`src/hw/rtl/etm_pkg.sv`:
```
// Shared types and codes for the exhaustive template match block.
package etm_pkg;

    localparam int FUNC_W = 2;
    localparam int PIX_W  = 8;
    localparam int CFG_W  = 9;
    localparam int CIDX_W = 3;
    localparam int SUM_W  = 32;

    localparam logic [FUNC_W-1:0] FN_WR_BASE  = 2'd0;
    localparam logic [FUNC_W-1:0] FN_WR_TEMPL = 2'd1;
    localparam logic [FUNC_W-1:0] FN_SEARCH   = 2'd2;

    localparam logic [CIDX_W-1:0] CFG_BASE_W  = 3'd0;
    localparam logic [CIDX_W-1:0] CFG_BASE_H  = 3'd1;
    localparam logic [CIDX_W-1:0] CFG_TEMPL_W = 3'd2;
    localparam logic [CIDX_W-1:0] CFG_TEMPL_H = 3'd3;

    localparam logic [CFG_W-1:0] RST_BASE_DIM  = 9'd256;
    localparam logic [CFG_W-1:0] RST_TEMPL_DIM = 9'd16;

    typedef enum logic [5:0] {
        ST_IDLE  = 6'b000001,
        ST_ACC   = 6'b000010,
        ST_DRAIN = 6'b000100,
        ST_CMP   = 6'b001000,
        ST_WAIT  = 6'b010000,
        ST_DONE  = 6'b100000
    } state_t;

    typedef enum logic [2:0] {
        CS_SQ1  = 3'd0,
        CS_SQ2  = 3'd1,
        CS_P1L  = 3'd2,
        CS_P1H  = 3'd3,
        CS_P2L  = 3'd4,
        CS_P2H  = 3'd5,
        CS_HIGH = 3'd6,
        CS_CMP  = 3'd7
    } cmp_step_t;

endpackage

```
`src/hw/rtl/etm_cmp.sv`:
```
// Multi-cycle exact score compare: d1^2*e2 > d2^2*e1 on one shared 32x32 multiplier.
module etm_cmp
(
    input  logic                      clk,
    input  logic                      rst_n,
    input  logic                      start,
    input  logic [etm_pkg::SUM_W-1:0] d1,
    input  logic [etm_pkg::SUM_W-1:0] e1,
    input  logic [etm_pkg::SUM_W-1:0] d2,
    input  logic [etm_pkg::SUM_W-1:0] e2,
    output logic                      done,
    output logic                      greater
);

    localparam int W  = etm_pkg::SUM_W;
    localparam int W2 = 2 * etm_pkg::SUM_W;

    logic                busy_reg;
    etm_pkg::cmp_step_t  step_reg;
    logic                done_reg;
    logic                gt_reg;
    logic [W2-1:0]       mul_reg;
    logic [W2-1:0]       s1_reg;
    logic [W2-1:0]       s2_reg;
    logic [W2-1:0]       p1l_reg;
    logic [W2-1:0]       p1h_reg;
    logic [W2-1:0]       p2l_reg;
    logic [W2-1:0]       h1_reg;
    logic [W2-1:0]       h2_reg;
    logic [W-1:0]        mul_a;
    logic [W-1:0]        mul_b;

    always_comb
    begin
        case (step_reg)
            etm_pkg::CS_SQ1:
            begin
                mul_a = d1;
                mul_b = d1;
            end
            etm_pkg::CS_SQ2:
            begin
                mul_a = d2;
                mul_b = d2;
            end
            etm_pkg::CS_P1L:
            begin
                mul_a = s1_reg[W-1:0];
                mul_b = e2;
            end
            etm_pkg::CS_P1H:
            begin
                mul_a = s1_reg[W2-1:W];
                mul_b = e2;
            end
            etm_pkg::CS_P2L:
            begin
                mul_a = s2_reg[W-1:0];
                mul_b = e1;
            end
            etm_pkg::CS_P2H:
            begin
                mul_a = s2_reg[W2-1:W];
                mul_b = e1;
            end
            default:
            begin
                mul_a = '0;
                mul_b = '0;
            end
        endcase
    end

    always_ff @(posedge clk or negedge rst_n)
    begin
        if (!rst_n)
        begin
            busy_reg <= 1'b0;
            step_reg <= etm_pkg::CS_SQ1;
            done_reg <= 1'b0;
        end
        else
        begin
            done_reg <= 1'b0;
            if (start)
            begin
                busy_reg <= 1'b1;
                step_reg <= etm_pkg::CS_SQ1;
            end
            else if (busy_reg)
            begin
                if (step_reg == etm_pkg::CS_CMP)
                begin
                    busy_reg <= 1'b0;
                    done_reg <= 1'b1;
                end
                else
                begin
                    step_reg <= etm_pkg::cmp_step_t'(step_reg + 3'd1);
                end
            end
        end
    end

    always_ff @(posedge clk)
    begin
        mul_reg <= mul_a * mul_b;
        case (step_reg)
            etm_pkg::CS_SQ2:  s1_reg  <= mul_reg;
            etm_pkg::CS_P1L:  s2_reg  <= mul_reg;
            etm_pkg::CS_P1H:  p1l_reg <= mul_reg;
            etm_pkg::CS_P2L:  p1h_reg <= mul_reg;
            etm_pkg::CS_P2H:  p2l_reg <= mul_reg;
            etm_pkg::CS_HIGH:
            begin
                h1_reg <= p1h_reg + {{W{1'b0}}, p1l_reg[W2-1:W]};
                h2_reg <= mul_reg + {{W{1'b0}}, p2l_reg[W2-1:W]};
            end
            etm_pkg::CS_CMP:
            begin
                gt_reg <= (h1_reg > h2_reg) ||
                          ((h1_reg == h2_reg) && (p1l_reg[W-1:0] > p2l_reg[W-1:0]));
            end
            default:
            begin
            end
        endcase
    end

    assign done    = done_reg;
    assign greater = gt_reg;

endmodule

```
`config.mk`:
```
export PLATFORM = sky130hd
export DESIGN_NAME = etm_cmp
export DESIGN_NICKNAME = d
export VERILOG_FILES = /design/src/hw/rtl/etm_pkg.sv /design/src/hw/rtl/etm_cmp.sv
export SDC_FILE = /design/constraint.sdc
export NUM_CORES = 2
export LEC_CHECK = 0
export BUFFER_PORTS_ARGS = -buffer_cell sky130_fd_sc_hd__buf_2
export CAP_MARGIN = 0
export CORE_MARGIN = 4
export CORE_UTILIZATION = 55
export DETAILED_ROUTE_END_ITERATION = 12
export PLACE_DENSITY = 0.79
export SLEW_MARGIN = 20
export SYNTH_ARGS = -nofsm -noshare
export SYNTH_HDL_FRONTEND = slang
export SYNTH_SLANG_ARGS = --single-unit
export TNS_END_PERCENT = 100
```
`constraint.sdc`:
```
create_clock -name clk -period 29.3 [get_ports clk]
set_input_delay 1.465 -clock clk [delete_from_list [all_inputs] [get_ports clk]]
set_output_delay 1.465 -clock clk [all_outputs]
set_load 0.02 [all_outputs]
```
After elaboration in Yosys (flattened, before gate mapping)

Index checks and enable logic that the tools add are counted.

Equal/unequal tests: 9
Add/sub/neg operators: 3
Muxes and demuxes: 11
$mul: 1
Reductions and logical operators: 7
Magnitude comparators: 2

Operator list:

| cell                | number |
|---|---|
| $pmux 32 s6         | 1 |
| $add 64x32->64      | 2 |
| $pmux 32 s4         | 1 |
| $eq 64x64->1        | 1 |
| $gt 64x64->1        | 1 |
| $mul 32x32->64      | 1 |
| $gt 32x32->1        | 1 |
| $eq 3x3->1 const B  | 4 |
| $mux 3              | 3 |
| $eq 3x2->1 const B  | 2 |
| $mux 1              | 6 |
| $reduce_or 2->1     | 2 |
| $add 3x1->3 const B | 1 |
| $eq 3x1->1 const B  | 1 |
| $logic_not 3->1     | 1 |
| $ne 2x2->1 const B  | 1 |
| $reduce_and 2->1    | 1 |
| $reduce_bool 2->1   | 1 |
| $logic_and 1x1->1   | 1 |
| $logic_or 1x1->1    | 1 |

Bits in registers: 518
Bits of input ports: 131
Logic and storage cells: 45

Depth between registers and ports, before layout

Word-level depth: 4
Gate-level depth with buffers: 38
Gate-level depth less buffers: 32

Worst setup path after synthesis

OpenSTA, ideal clock, no wires.

Kind: register -> register
From: register step_reg[1]
To: register mul_reg[63]
Cell stages (with the launch flop): 34
Setup slack: 18.527 ns
Clock period less this slack: 10.773 ns
Arrival: 10.700 ns
Setup time: 0.073 ns
Cell sequence: dfrtp_1 inv_1 ha_1 nor2b_1 clkbuf_1 buf_1 a22oi_1 and3_1 clkbuf_1 clkbuf_1 nor2_1 fa_1 inv_1 fa_1 fa_1 fa_1 inv_1 fa_1 inv_1 fa_1 inv_1 fa_1 fa_1 ha_1 clkbuf_1 and3_1 nand4_1 o211a_1 o41a_1 a2bb2oi_1 a211o_1 a21o_1 and3_1 nor3_2

Word-level cells in the longest chain between the ends: 4
Elaborated cells between the ends (all ways): 11

RTL lines:

| what                                            | line           | RTL |
|---|---|---|
| from (decl)                                     | etm_cmp.sv:19  | `etm_pkg::cmp_step_t step_reg;` |
| from (signal assigned)                          | etm_cmp.sv:79  | `step_reg <= etm_pkg::CS_SQ1;` |
| from (signal assigned)                          | etm_cmp.sv:88  | `step_reg <= etm_pkg::CS_SQ1;` |
| from (signal assigned)                          | etm_cmp.sv:99  | `step_reg <= etm_pkg::cmp_step_t'(step_reg + 3'd1);` |
| $eq 3x3->1 / $eq 3x2->1 (equally long branches) | etm_cmp.sv:35  | `case (step_reg)` |
| $reduce_or 2->1 (no source line)                | --             |  |
| $pmux 32 s4                                     | etm_cmp.sv:35  |  |
| $mul 32x32->64 (*)                              | etm_cmp.sv:107 | `mul_reg <= mul_a * mul_b;` |
| to (signal assigned)                            | etm_cmp.sv:107 |  |
| to (decl)                                       | etm_cmp.sv:22  | `logic [W2-1:0] mul_reg;` |

Mark *: on every way between the ends. The rest lies on a longest branch, timed or not.
A chain may end at the register's enable or synchronous reset.

Worst setup path in the final report

From: register step_reg[1]
To: register mul_reg[60]

Same word-level chain as after synthesis.

==> flow_summary.toml <==
[setup_path]
cp-start-kind = "register"
cpPeakStageDelay_ns = 0.86
timing.rr.end = "mul_reg[60]"
timing.rr.start = "step_reg[1]"
worstRegToRegCells = 29
cpMaxStageDelayCell = "nor2b_4"
required_ns = 29.82
path_class = "register to register"
r2r_setup_slack_ns = 18.50
critPathCaptureType = "register"
cp_common_cell = "fa_1"
cp_max_fo = 41
critPathArrivalTime_ns = 11.33

[timing]
rsz0062_at_grt = "no"
fmaxAchievable_mhz = 92.6
hold_violations = 0
finalClockSkew_ns = 0.0259
period_needed_ns = 10.80
setup-tns-final_ns = 0
relSlewSlack_pct = 14.3
tightest_slew_ns = 1.29
drv_slew = 0
finalCritPeriodShare_pct = 36.9
setup_viol = 0

[detailed_routing]
ant_nets = 0
drc = 0
via_count = 41574
drtIter0Drc = 4670
via_per_inst = 5.94
wirelength_um = 169000
routedWlPerCell_um = 24.2
drt_pass1_iterations = 6

[die]
die_area_um2 = 106000
die_h_um = 326
die_x_um = 326
ioPinCount = 133
core-area_um2 = 100000
fp-row-count = 116
start_util_pct = 55.5

[final_layout]
n_fill_cell = 8242
regArea_um2 = 14900
multiInputGateArea_um2 = 35900
drive_above_1_share_pct = 5.65
final_nets = 7068
final_util_pct = 59.2
syn2layout_area_growth_pct = 6.58

[global_routing]
antenna_found_initial = 3
grt-ovfl-total = 0
grt_max_degree = 73
grt_pass1_vias = 43328
grt_pass1_wl_um = 255000
grt.total_usage_pct = 31.9

[yosys]
syn_area_um2 = 55700
synth-edff-count = 449
yosysSeqAreaShare_pct = 26.7
ys_types = 73
ys.flop_type = "edfxtp_1"
ys_ff_latch = 518
async_flop_share_pct = 0.965
synth.area.top_cells = "fa_1 32%, edfxtp_1 24%, ha_1 9.6%"
synth_top_area_cell = "fa_1"
synth_area_per_cell_um2 = 9.95
post-synth-top-area-fraction_pct = 32.3
yosysWarningCount = 0
synthCells = 5596
synth_nets = 7054

[hold_path]
hp-class = "register to register"
hp-start = "p2l_reg[32]"
min_to = "h2_reg[0]"
holdPathStages = 1

[clocking]
cts-root-buf = "clkbuf_16"
numCtsBuffers = 48
clk_pin_slew_ns = 0.06
cts_buffer_depth = 3
post_cts_buffers = 0
ctsResizeCount = 0
clock_latency_ns = 0.59
h-tree-depth = 2
clock_sinks = 518
hold_buffers = 0
cts_tree = "yes"

[placement]
portBuffers = 132
gp_congestion = 0.985
hpwl_um = 130000

[job]
maxCapViolCount = 0

[run_status]
status = "finished, final reports clean"
[routing by layer]
metal / up-vias / track usage [%] / wire, um
li1: 17685 / - / -
met1: 20698 / 39.0 / 58900
met2: 2563 / 50.4 / 76800
met3: 628 / 10.7 / 22300
met4: 0 / 17.1 / 11600
met5: - / 0.181 / 0
[cell families after synthesis]
kind of cell               after synthesis  synth area share (%)
adders and majority gates             1327                  41.9
xor gates and xnor gates               173                  2.72
and+or+nand+nor                       1636                  12.4
DFF                                    518                  26.7
buffers and inverters                 1333                  8.99
AOI/OAI and AO/OA                      609                  7.25
[cells in the mapped netlist, types with 4 or more instances]
cell	n
o2111ai_1	11
nor2b_1	25
a31o_2	4
o21a_1	17
nand4_1	39
a21oi_1	160
nand2_1	588
a311oi_1	4
o221ai_1	4
clkbuf_1	240
and3_1	83
nand3_1	110
inv_1	1072
xor2_1	68
o21ai_0	89
a221o_1	5
and2_1	14
o31ai_1	6
o211ai_1	15
ha_1	429
nor2_1	694
a31oi_1	16
o21bai_1	19
a21o_1	106
nand2b_1	25
buf_1	18
fa_1	898
dfrtp_1	5
edfxtp_1	449
dfxtp_1	64
nor3_1	25
or3_1	7
nor4_1	9
a221oi_1	6
xnor2_1	105
a22oi_1	92
a211oi_1	14
a21boi_0	5
[layout make-up]
type / instances / area share, %
Sequential cell: 518 / 25.1
Clock buffer: 61 / 2.11
Timing Repair Buffer: 225 / 2.32
Multi-Input combinational cell: 3745 / 60.4
Antenna cell: 1 / 0.00422
Tap cell: 1357 / 2.86
Inverter: 1072 / 6.78
Clock inverter: 24 / 0.398
[worst max-delay path, delay by kind of cell, from the launching register on]
kind / cells / cell delay, ns
AO/OA/AOI/OAI: 8 / 1.99
buffers and inverters: 6 / 1.30
flip-flops: 1 / 0.40
adder cells (fa/ha/maj): 10 / 4.67
AND/OR/NAND/NOR: 5 / 2.33
[cells in the final DEF (no fill, tap or decap), types with 64 or more instances in the layout]
master / count
nor2_1: 693
ha_1: 428
a21oi_1: 158
xnor2_1: 105
o21ai_0: 89
and3_1: 80
xor2_1: 68
buf_4: 91
dfxtp_1: 64
a22oi_1: 92
a21o_1: 106
nand2_1: 588
buf_2: 132
fa_1: 898
edfxtp_1: 449
inv_1: 1072
nand3_1: 110
[metrics by stage]
step	area, um2	hold WS, ns	std cells	worst slack [ns]
final	59300	0.548	7003	18.50
after floorplan	55700	0.477	5596	18.53
after CTS	59300	0.553	7000	18.62
after global routing	59300	0.572	7002	18.18
after detailed placement	57800	0.533	6915	18.68
after global placement	57800	0.524	6915	18.87
[worst max-delay path by stage]
stage | from | endpoint | slack, ns | depth (start not counted)
finish | step_reg[1] | mul_reg[60] | 18.50 | 29
global route | step_reg[1] | mul_reg[60] | 18.18 | 29
CTS | step_reg[2] | mul_reg[60] | 18.62 | 29
detailed placement | step_reg[2] | mul_reg[60] | 18.68 | 29
global placement | step_reg[2] | mul_reg[60] | 18.87 | 29
floorplan | step_reg[1] | mul_reg[63] | 18.53 | 33
Power is left out: the tool's default activity adds up to more than one toggle a clock period on the data nets, which glitch-free logic cannot reach.
